[config.mk]
export PLATFORM = sky130hd
export DESIGN_NAME = pci_intx_swizzle_aggregator
export DESIGN_NICKNAME = d
export VERILOG_FILES = /design/src/hdl/pisa_pkg.sv /design/src/hdl/pisa_route.sv /design/src/hdl/pisa_store.sv /design/src/hdl/pci_intx_swizzle_aggregator.sv
export VERILOG_INCLUDE_DIRS = /design/src /design/src/hdl
export SDC_FILE = /design/constraint.sdc
export NUM_CORES = 2
export LEC_CHECK = 0
export BUFFER_PORTS_ARGS = -buffer_cell sky130_fd_sc_hd__buf_2
export CAP_MARGIN = 15
export CORE_ASPECT_RATIO = 1.75
export CORE_MARGIN = 2
export CORE_UTILIZATION = 39
export DETAILED_ROUTE_END_ITERATION = 10
export GPL_TIMING_DRIVEN = 0
export HOLD_SLACK_MARGIN = 0.12
export PLACE_DENSITY = 0.54
export SLEW_MARGIN = 40
export SYNTH_ARGS = -nofsm -noshare
export SYNTH_HDL_FRONTEND = slang
export SYNTH_SLANG_ARGS = --single-unit
[constraint.sdc]
create_clock -name clk -period 5.9 [get_ports clk]
set_clock_uncertainty 0.05 [all_clocks]
set_input_delay 0.59 -clock clk [delete_from_list [all_inputs] [get_ports clk]]
set_output_delay 0.59 -clock clk [all_outputs]
set_load 0.01 [all_outputs]
[src/hdl/pci_intx_swizzle_aggregator_defines.svh]
// assertion helpers shared by the rtl files
`ifndef PCI_INTX_SWIZZLE_AGGREGATOR_DEFINES_SVH
`define PCI_INTX_SWIZZLE_AGGREGATOR_DEFINES_SVH

// same-cycle implication, disabled during reset
`define PISA_ASSERT_IMPL(lbl, ante, cons, msg) \
	lbl: assert property (@(posedge clk) disable iff (!arst_n) (ante) |-> (cons)) \
		else $error(msg);

// next-cycle implication, disabled during reset
`define PISA_ASSERT_NEXT(lbl, ante, cons, msg) \
	lbl: assert property (@(posedge clk) disable iff (!arst_n) (ante) |=> (cons)) \
		else $error(msg);

`endif

[src/hdl/pisa_pkg.sv]
`default_nettype none

package pisa_pkg;

	localparam int unsigned SRC_BITS  = 256;
	localparam int unsigned CNT_W     = $clog2(SRC_BITS + 1);
	localparam int unsigned MASK_BITS = 4;

	localparam logic [7:0] PIN_INTA = 8'd1;
	localparam logic [7:0] PIN_INTD = 8'd4;

	typedef struct packed {
		logic [7:0] source_devfn;
		logic [7:0] intr_pin;
		logic       new_level;
	} in_t;

	typedef struct packed {
		logic [1:0] line_index;
		logic       line_level;
	} out_t;

	// update request from the control stage to the source store
	typedef struct packed {
		logic       wr;
		logic [7:0] devfn;
		logic       level;
	} store_req_t;

endpackage

`default_nettype wire

[src/hdl/pisa_route.sv]
`default_nettype none

module pisa_route #(
	parameter int unsigned NUM_LINES = 4
) (
	input  wire logic [7:0]                            devfn,
	input  wire logic [7:0]                            pin,
	output logic      [(NUM_LINES > 1 ? $clog2(NUM_LINES) : 1)-1:0] line,
	output logic                                       pin_ok
);

	localparam int unsigned LINE_W = (NUM_LINES > 1) ? $clog2(NUM_LINES) : 1;

	logic [LINE_W-1:0] slot_tab [32];
	logic [LINE_W-1:0] pin_tab [4];
	logic [1:0]        pin_m1;
	logic [LINE_W:0]   sum;

	// residue tables built at elaboration
	for (genvar i = 0; i < 32; i++) begin : g_slot
		localparam logic [LINE_W-1:0] SlotMod = LINE_W'(i % NUM_LINES);
		assign slot_tab[i] = SlotMod;
	end
	for (genvar j = 0; j < 4; j++) begin : g_pin
		localparam logic [LINE_W-1:0] PinMod = LINE_W'(j % NUM_LINES);
		assign pin_tab[j] = PinMod;
	end

	always_comb begin
		pin_ok = (pin >= pisa_pkg::PIN_INTA) && (pin <= pisa_pkg::PIN_INTD);
		pin_m1 = 2'(pin[1:0] - 2'd1);
		sum    = {1'b0, slot_tab[devfn[7:3]]} + {1'b0, pin_tab[pin_m1]};
		if (sum >= (LINE_W + 1)'(NUM_LINES)) begin
			sum = sum - (LINE_W + 1)'(NUM_LINES);
		end
		line = sum[LINE_W-1:0];
	end

endmodule

`default_nettype wire

[src/hdl/pisa_store.sv]
`default_nettype none

`include "pci_intx_swizzle_aggregator_defines.svh"

module pisa_store #(
	parameter int unsigned NUM_LINES = 4
) (
	input  wire logic                                              clk,
	input  wire logic                                              arst_n,
	input  wire pisa_pkg::store_req_t                              req,
	input  wire logic [(NUM_LINES > 1 ? $clog2(NUM_LINES) : 1)-1:0] line,
	output logic                                                   level
);

	localparam int unsigned LINE_W = (NUM_LINES > 1) ? $clog2(NUM_LINES) : 1;

	logic [pisa_pkg::SRC_BITS-1:0] src_q [NUM_LINES];
	logic [pisa_pkg::CNT_W-1:0]    cnt_q [NUM_LINES];
	logic                          cur_bit;
	logic                          inc;
	logic                          dec;
	logic [pisa_pkg::CNT_W-1:0]    cnt_next;

	// per-line count of asserting sources stands in for the wide or
	always_comb begin
		cur_bit  = src_q[line][req.devfn];
		inc      = req.level & ~cur_bit;
		dec      = ~req.level & cur_bit;
		cnt_next = cnt_q[line] + pisa_pkg::CNT_W'(inc) - pisa_pkg::CNT_W'(dec);
		level    = (cnt_next != '0);
	end

	for (genvar g = 0; g < NUM_LINES; g++) begin : g_line
		always_ff @(posedge clk or negedge arst_n) begin
			if (!arst_n) begin
				src_q[g] <= '0;
				cnt_q[g] <= '0;
			end else if (req.wr && (line == LINE_W'(g))) begin
				src_q[g][req.devfn] <= req.level;
				cnt_q[g]            <= cnt_next;
			end
		end

		`PISA_ASSERT_IMPL(a_cnt_matches_set, 1'b1, (cnt_q[g] != '0) == (|src_q[g]), "count and set disagree")
	end

	`PISA_ASSERT_NEXT(a_write_lands, req.wr, src_q[$past(line)][$past(req.devfn)] == $past(req.level), "source bit not updated")

endmodule

`default_nettype wire

[src/hdl/pci_intx_swizzle_aggregator.sv]
`default_nettype none

`include "pci_intx_swizzle_aggregator_defines.svh"

// pci intx swizzle and shared-line level aggregator
// input channel: an event (devfn, interrupt pin, new level) transfers on a
//   rising edge with start high and busy low; busy is always low, so an
//   event may be issued every cycle
// result channel: done pulses for one cycle with result holding the routing
//   line and its aggregated level; the receiver cannot stall and every
//   result transfers in the cycle it is shown
// pipeline: an event is registered in s1, routed and applied to the source
//   store in that cycle, and its result is then registered in the result
//   register; throughput is one event per cycle, set by the read-modify-write
//   of the per-line source set and its asserting count
// events with a pin outside inta..intd change nothing and give no result;
//   events on a line whose bit in the connected mask is clear update the
//   store but give no result
// config channel: cfg_data is the line connected mask, cfg_ready is always
//   high; write it only while no event is in flight
// reset: the source sets, the counts and the mask clear at once, no sweep
module pci_intx_swizzle_aggregator #(
	parameter int unsigned NUM_LINES = 4
) (
	input  wire logic          clk,
	input  wire logic          arst_n,
	input  wire logic          start,
	output logic               busy,
	input  wire pisa_pkg::in_t item,
	output logic               done,
	output pisa_pkg::out_t     result,
	input  wire logic          cfg_valid,
	output logic               cfg_ready,
	input  wire logic [3:0]    cfg_data
);

	localparam int unsigned LINE_W = (NUM_LINES > 1) ? $clog2(NUM_LINES) : 1;

	// input stage
	logic          valid_s1;
	pisa_pkg::in_t item_s1;

	// config
	logic [pisa_pkg::MASK_BITS-1:0] mask_q;

	// result register
	logic           done_q;
	pisa_pkg::out_t result_q;

	// stage logic
	logic                 pin_ok;
	logic [LINE_W-1:0]    line;
	logic [2:0]           line3;
	logic                 connected;
	logic                 new_level;
	pisa_pkg::store_req_t req;

	assign busy      = 1'b0;
	assign cfg_ready = 1'b1;
	assign done      = done_q;
	assign result    = result_q;

	always_ff @(posedge clk or negedge arst_n) begin
		if (!arst_n) begin
			mask_q <= '0;
		end else if (cfg_valid && cfg_ready) begin
			mask_q <= cfg_data;
		end
	end

	// capture each start transfer
	always_ff @(posedge clk or negedge arst_n) begin
		if (!arst_n) begin
			valid_s1 <= 1'b0;
		end else begin
			valid_s1 <= start && !busy;
		end
	end

	always_ff @(posedge clk) begin
		if (start && !busy) begin
			item_s1 <= item;
		end
	end

	// swizzle: (slot + pin - 1) mod NUM_LINES
	pisa_route #(
		.NUM_LINES(NUM_LINES)
	) u_route (
		.devfn (item_s1.source_devfn),
		.pin   (item_s1.intr_pin),
		.line  (line),
		.pin_ok(pin_ok)
	);

	always_comb begin
		req.wr    = valid_s1 && pin_ok;
		req.devfn = item_s1.source_devfn;
		req.level = item_s1.new_level;
		// lines past the mask width never report
		line3     = 3'(line);
		connected = !line3[2] && mask_q[line3[1:0]];
	end

	// set update and new line level in the same cycle
	pisa_store #(
		.NUM_LINES(NUM_LINES)
	) u_store (
		.clk   (clk),
		.arst_n(arst_n),
		.req   (req),
		.line  (line),
		.level (new_level)
	);

	always_ff @(posedge clk or negedge arst_n) begin
		if (!arst_n) begin
			done_q <= 1'b0;
		end else begin
			done_q <= req.wr && connected;
		end
	end

	always_ff @(posedge clk) begin
		if (req.wr && connected) begin
			result_q.line_index <= line3[1:0];
			result_q.line_level <= new_level;
		end
	end

	`PISA_ASSERT_NEXT(a_no_result_without_event, !valid_s1, !done_q, "result without event")
	`PISA_ASSERT_NEXT(a_bad_pin_silent, valid_s1 && !pin_ok, !done_q, "result for ignored pin")

endmodule

`default_nettype wire

; ---- After elaboration in Yosys (flattened, before gate mapping)
; Memories as Yosys holds them, arrays and structs flattened.
; Cells that the tools add are included.
[op_classes]
magnitude_cmp = 9
reduce_logical = 10
eq_ne = 3
n_mux = 22
n_bitwise = 7
add_sub_neg = 5
[ops]
columns = op, n
row1 = 256-bit bitwise mux, 4
row2 = 256-bit binary-select mux with 2-bit select, 1
row3 = 256-bit 2-to-1 mux, 2
row4 = 9-bit binary-select mux with 2-bit select, 1
row5 = 9-bit 2-to-1 mux, 2
row6 = "8-bit by 1-bit >= comparator with 1-bit output, second input constant", 2
row7 = 2-bit 2-to-1 mux, 5
row8 = 9-bit by 1-bit adder with 9-bit output, 1
row9 = "3-bit >= comparator, second input constant", 3
row10 = "8-bit by 9-bit less-than comparator with 1-bit output, second input constant", 1
row11 = 9-bit nonzero test, 1
row12 = 9-bit by 1-bit subtractor with 9-bit output, 1
row13 = 1-bit binary-select mux with 8-bit select, 1
row14 = 1-bit demux with 8-bit select, 1
row15 = "8-bit by 3-bit less-or-equal comparator with 1-bit output, second input constant", 1
row16 = 1-bit logical AND, 8
row17 = "6-bit >= comparator, second input constant", 1
row18 = 2-bit NOT with 3-bit output, 2
row19 = 5-bit NOT with 6-bit output, 1
row20 = 2-bit binary-select mux with 2-bit select, 1
row21 = "2-bit equality test, second input constant", 2
row22 = "2-bit by 1-bit subtractor with 2-bit output, second input constant", 2
row23 = 2-bit by 2-bit adder with 3-bit output, 1
row24 = "2-bit by 3-bit less-than comparator with 1-bit output, second input constant", 1
row25 = other kinds (6), 10
[totals]
register_bits = 1086
input_bits = 25
out_inout_bits = 6
romBits = 64
memories = 1
[mem_list]
columns = name, words, width, rd, rd_ports_with_merged_regs, wr, line_no
row1 = (name not given), 32, 2, 1, 0, 0, pisa_route.sv:32  ; sum = {1'b0, slot_tab[devfn[7:3]]} + {1'b0, pin_tab[pin_m1]};

; ---- Longest topological paths before layout
[depth]
word_depth = 19
mapped_depth = 26
ltp_nobuf = 23

; ---- Modules after synthesis
; From an unflattened synthesis, not the netlist that was laid out.
[hier_totals]
hier_cells = 4551
area_unflattened_um2 = 52885.7
[by_module_without_submodules]
columns = mod, instances, cells_per_inst, seq_area_each_um2, area_per_inst_um2
row1 = pisa_store, 1, 4500, 26525.4, 51917.3
row2 = pci_intx_swizzle_aggregator, 1, 37, 750.7, 853.3
row3 = pisa_route, 1, 14, 0.0, 115.1

; ---- Worst setup path before layout
; Ideal clock, no wire load.
[synth_path]
path_kind = reg2reg
start = register item_s1[1] (netlist bit)
end = register result_q, in the netlist result[0] (data pin)
arrival_ns = 4.504
path_buffers = 1
path_slack_ns = 1.067
stages_incl_launch_ff = 23
setup_ns = 0.279
synth_period_minus_slack_ns = 4.833
cell_sequence = edfxtp_1 inv_1 ha_1 xor3_1 inv_2 buf_4 mux4_2 mux2i_1 nor2_1 a311oi_1 o311ai_1 ha_1 inv_1 ha_1 fa_1 a21o_1 a21oi_1 o21bai_1 a21oi_1 o21bai_1 a21oi_1 xnor2_1 nand4_1
[synth_via]
elab_chain_len = 19
elab_cells_between_ends = 24
classes_between = 5 x add/sub / 1 x order compare / 12 x mux / 5 x bitwise / 1 x reduce/logical
[synth_rtl]
columns = item, line_no
row1 = start: declaration, pci_intx_swizzle_aggregator.sv:41  ; pisa_pkg::in_t item_s1;
row2 = start signal: assignment, pci_intx_swizzle_aggregator.sv:82  ; item_s1 <= item;
row3 = 2-bit by 1-bit subtractor with 2-bit output *, pisa_route.sv:31  ; pin_m1 = 2'(pin[1:0] - 2'd1);
row4 = 2-bit NOT with 3-bit output (not written as such) *, pisa_route.sv:32
row5 = 2-bit binary-select mux with 2-bit select *, pisa_route.sv:32
row6 = 2-bit 2-to-1 mux (not written as such) * (2 in series), pisa_route.sv:32
row7 = 2-bit by 2-bit adder with 3-bit output *, pisa_route.sv:32
row8 = 3-bit >= comparator / 2-bit by 1-bit subtractor with 2-bit output (equally long branches), "pisa_route.sv:33, pisa_route.sv:34"
row9 = 2-bit 2-to-1 mux *, pisa_route.sv:33  ; if (sum >= (LINE_W + 1)'(NUM_LINES)) begin
row10 = 2-bit NOT with 3-bit output (not written as such) *, "pisa_store.sv:26, pisa_store.sv:29"
row11 = (+3 left out), n/a
row12 = 1-bit binary-select mux with 8-bit select, pisa_store.sv:26  ; cur_bit = src_q[line][req.devfn];
row13 = 1-bit 2-to-1 mux (not written as such), pisa_store.sv:26
row14 = 1-bit NOT, pisa_store.sv:27  ; inc = req.level & ~cur_bit;
row15 = 1-bit bitwise AND, pisa_store.sv:27
row16 = 9-bit by 1-bit adder with 9-bit output, pisa_store.sv:29  ; cnt_next = cnt_q[line] + pisa_pkg::CNT_W'(inc) - pisa_pkg::CNT_W'(dec);
row17 = 9-bit by 1-bit subtractor with 9-bit output *, pisa_store.sv:29
row18 = 9-bit nonzero test *, pisa_store.sv:30  ; level = (cnt_next != '0);
row19 = named net new_level, pci_intx_swizzle_aggregator.sv:55  ; logic new_level;
row20 = end: declaration, pci_intx_swizzle_aggregator.sv:48  ; pisa_pkg::out_t result_q;
; The timed path passes the listed nets; every way through them passes the cells marked *. The select of a mux whose other input is x is not followed.
; A chain may end at the register's enable or synchronous reset.

; ---- Worst setup path after layout
[layout_path]
start = register item_s1[12] (netlist bit)
end = register result_q, in the netlist result[0] (data pin)
[layout_via]
elab_chain_len = 18
elab_cells_between_ends = 23
classes_between = 4 x add/sub / 1 x order compare / 11 x mux / 5 x bitwise / 1 x reduce/logical / 1 x memory
[layout_rtl]
columns = item, line_no
row1 = 5-bit NOT with 6-bit output (not written as such), pisa_route.sv:32
row2 = memory read 32 x 2 bit, n/a
row3 = 2-bit 2-to-1 mux (not written as such) (2 in series), pisa_route.sv:32
row4 = 2-bit by 2-bit adder with 3-bit output, pisa_route.sv:32
row5 = 3-bit >= comparator / 2-bit by 1-bit subtractor with 2-bit output (equally long branches), "pisa_route.sv:33, pisa_route.sv:34"
row6 = 2-bit 2-to-1 mux, pisa_route.sv:33
row7 = 2-bit NOT with 3-bit output (not written as such), "pisa_store.sv:26, pisa_store.sv:29"
row8 = 256-bit binary-select mux with 2-bit select, pisa_store.sv:26
row9 = 256-bit 2-to-1 mux (not written as such) (2 in series), pisa_store.sv:26
row10 = 1-bit binary-select mux with 8-bit select, pisa_store.sv:26
row11 = 1-bit 2-to-1 mux (not written as such), pisa_store.sv:26
row12 = 1-bit NOT, pisa_store.sv:27
row13 = 1-bit bitwise AND, pisa_store.sv:27
row14 = 9-bit by 1-bit adder with 9-bit output, pisa_store.sv:29
row15 = 9-bit by 1-bit subtractor with 9-bit output *, pisa_store.sv:29
row16 = 9-bit nonzero test *, pisa_store.sv:30
row17 = named net new_level, pci_intx_swizzle_aggregator.sv:55
; Marked as above.

==> key figures <==
Worst setup path
  – Reg-to-reg critical path startpoint: item_s1[12]
  – CP arrival: 6.10 ns
  – Reg2reg end: result[0]
  – Startpoint types: register
  – Critical path peak fanout: 11
  – Reg2Reg Setup Slack: 0.17 ns
  – Required @ worst endpoint: 6.27 ns
  – CP Capture Type: register
  – Critical path class: reg -> reg
  – Worst path slowest cell: xor3_2
  – Most common cell on crit path: a21oi_2
  – FF-to-FF path depth: 26
  – CP max stage delay: 0.55 ns

Place
  – Gpl congestion: between 0.9 and 1
  – PortBufs: 28
  – Dpl ws: -1.72 ns
  – HPWL Detailed: 154 mm

Routing
  – ANT nets after route: 0
  – Drt via density: 6.43
  – Drt pass-1 iters: 6
  – Iteration-0 DRC Markers: approximately 4900
  – Via Count: 44031
  – Residual DRC: 0
  – Final WL: 219 mm
  – Routed len/inst: 32.0 µm

Clocking
  – CTS Buffer Depth: 3
  – TritonCTS Buffers: 108
  – CTS root buffer: clkbuf_16
  – H-tree Lvls: 3
  – CTS tree: built
  – Worst-Skew Late Latency: roughly 0.77 ns
  – Sink Count: 1086
  – Worst-path clk slew: 0.06 ns

Final layout
  – Share of layout cells above drive strength 1: 14.4%
  – Area delta synth->final: 15.0%
  – Fill count: 12519
  – Final #Nets: 4997
  – Multi-input gate area: roughly 23000 µm²
  – FF/Latch Area: 27300 µm²

Die
  – Die W: 281 µm
  – # IOs: 31
  – Die height: 489 µm
  – # rows: 177
  – Initial Util: between 30% and 40%
  – Die ar.: around 140000 µm²
  – Area of the core: ~130000 µm²

Synth
  – Synthesized flop and latch total: 1086
  – Post-synthesis cell count: 4750
  – Mean Syn Cell Area: 11.0 µm²
  – Seq/Total Area, Yosys: a little over half
  – Top cells by area, synth: dfrtp_1 (51%), o31ai_1 (15%), mux4_2 (12%)
  – Top_reg_cell synth: dfrtp_1
  – Leading area contributor after synthesis: dfrtp_1
  – Ys async rst share: 98.2%
  – Post-synth top area share: 51.0%
  – Area of the mapped netlist: 52300 µm²
  – Post-synth EDFFs: 20
  – Syn nets: roughly 4800
  – Synthesis Warnings: 0
  – Count of cell types in the netlist: 49

Min path
  – HP Start: start
  – Worst Hold Endpoint: valid_s1
  – Hold depth: 1
  – Hold WC Path Type: in -> reg

Global routing
  – Antenna violations before repair: 9
  – First-pass GRT wire length: 317 mm
  – Tot GR Track Use: 32.1%
  – Grt ovf: 0
  – Vias in the first global route: 44605
  – Pin count of the biggest net entering global routing: 100

Power and ir drop
  – Power per Cell Area: 288 nW/µm²
  – IR drop worst, VDD: 0.254 mV
  – Leak pwr: around 24 nW

STA
  – Min Hold Slack: 0.273 ns
  – Slew HR: 38.7%
  – Final min period: 5.73 ns
  – Max-slew violations: 0
  – Fmax: 175 MHz
  – Final setup violation count: 0
  – Setup ws final: 0.170 ns
  – Fin crit share: 97.1%
  – Fin. Hold Viols: 0
  – Worst slew pin tran: 0.919 ns

Status
  – Status: complete, no violations

Run
  – Maxcap violations: 0
==> registers in the layout, summed over array words and instances, names as in the netlist <==
| signal | cells |
|---|---|
| u_store.src_q | 1024 |
| u_store.cnt_q | 36 |
| item_s1 | 17 |
| mask_q | 4 |
| result | 3 |
| done | 1 |
| valid_s1 | 1 |
==> final cells by class <==
| type | count | share of cell area, % |
|---|---|---|
| Sequential cell | 1086 | 45.3 |
| Antenna cell | 7 | 0.0291 |
| Tap cell | 1790 | 3.72 |
| Inverter | 18 | 0.121 |
| Buffer | 488 | 4.15 |
| Clock buffer | 169 | 5.39 |
| Timing Repair Buffer | 98 | 2.10 |
| Clock inverter | 29 | 0.684 |
| Multi-Input combinational cell | 3158 | 38.5 |
==> layer usage <==
layer	wire length [µm]	GRT usage (%)
met1	75900	36.1
met2	106000	53.4
met3	16100	6.28
met4	21000	25.3
met5	34	0
==> worst max path at each step <==
stage                           start                 end
after floorplan            item_s1[1]           result[0]
after global placement         arst_n  u_store.src_q[318]
after detailed placement  item_s1[12]           result[0]
after CTS                 item_s1[12]           result[0]
after global routing       item_s1[1]           result[0]
final                     item_s1[12]           result[0]
==> timing repair <==
item	4_1_cts	5_1_grt
pin swaps	14	19
gates resized for setup	126	13
cloned	0	1
setup buffers	12	2
setup endpoints to repair	33	4
hold buffers	26	0
hold endpoints to repair	139	0
==> cells in the final DEF (no fill, tap or decap), types with 4 or more instances in the layout <==
cell type	count
xnor2_1	5
o31ai_1	1024
buf_12	8
a21oi_2	8
buf_8	11
nor2b_1	4
clkbuf_4	7
a31oi_1	7
buf_6	18
clkbuf_16	112
clkbuf_2	43
clkbuf_8	27
o21ai_0	1040
bufinv_16	9
mux2_2	4
ha_1	13
nor3_4	6
nand2b_1	8
clkbuf_1	342
diode_2	7
mux2i_1	20
nand2_1	526
dfrtp_1	1066
buf_16	26
nand3_1	85
inv_1	16
buf_4	52
clkinv_2	12
nor2_1	24
dlygate4sd3_1	26
buf_1	19
mux4_2	268
buf_2	64
nand4_1	21
nor2_2	8
edfxtp_1	20
a32oi_1	17
o21ai_1	17
o21bai_1	4
==> per-stage QoR <==
step                cell area [µm²]  setup TNS (ns)  total power [mW]  instances  util, %
floorplan                     52300               0              8.54       4750        -
global placement              54700               -              9.69       6568     41.1
detailed placement            55600          -23.54              9.76       6595     41.8
CTS                           60100               0              17.3       6831     45.1
global route                  60200         -0.0115              17.7       6837     45.2
finish                        60200               0              17.3       6843     45.2
==> cells by family (layout without fill, tap and decap cells) <==
group,after synthesis,in the layout,share of synthesized area [%]
other,2,9,0.0143
buffers and inverters,506,802,4.15
adders and majority gates,14,14,0.349
and+or+nand+nor,699,699,5.55
xor gates and xnor gates,9,9,0.179
DFF,1086,1086,52.1
muxes,293,293,12.0
AOI/OAI and AO/OA,2141,2141,25.6
==> synth_stat cells (all sizes together), types with 4 or more instances <==
master  instances
nor3           10
xnor2           6
a31oi           9
o21bai          4
clkbuf        361
nor2b           6
buf           127
nand2         526
nand3          86
o31ai        1024
edfxtp         20
mux2i          21
inv            18
mux4          268
o21ai        1058
ha             13
dfrtp        1066
nand4          21
nand2b          8
a32oi          20
nor2           34
mux2            4
a21oi          13
==> worst max-delay path, delay by kind of cell (launching register included) <==
family | cells | cell delay [ns]
AO/OA/AOI/OAI | 11 | 1.79
XOR/XNOR | 2 | 0.70
adder cells (fa/ha/maj) | 4 | 1.07
buffers and inverters | 6 | 0.90
flip-flops | 1 | 0.39
AND/OR/NAND/NOR | 3 | 0.43
==> power breakdown <==
| group | switching, mW | internal (mW) | total, mW |
|---|---|---|---|
| combinational | 1.79 | 0.666 | 2.46 |
| clock | 3.19 | 4.16 | 7.36 |
| sequential | 0.0223 | 7.50 | 7.53 |
(Power assumes the default switching activity.)
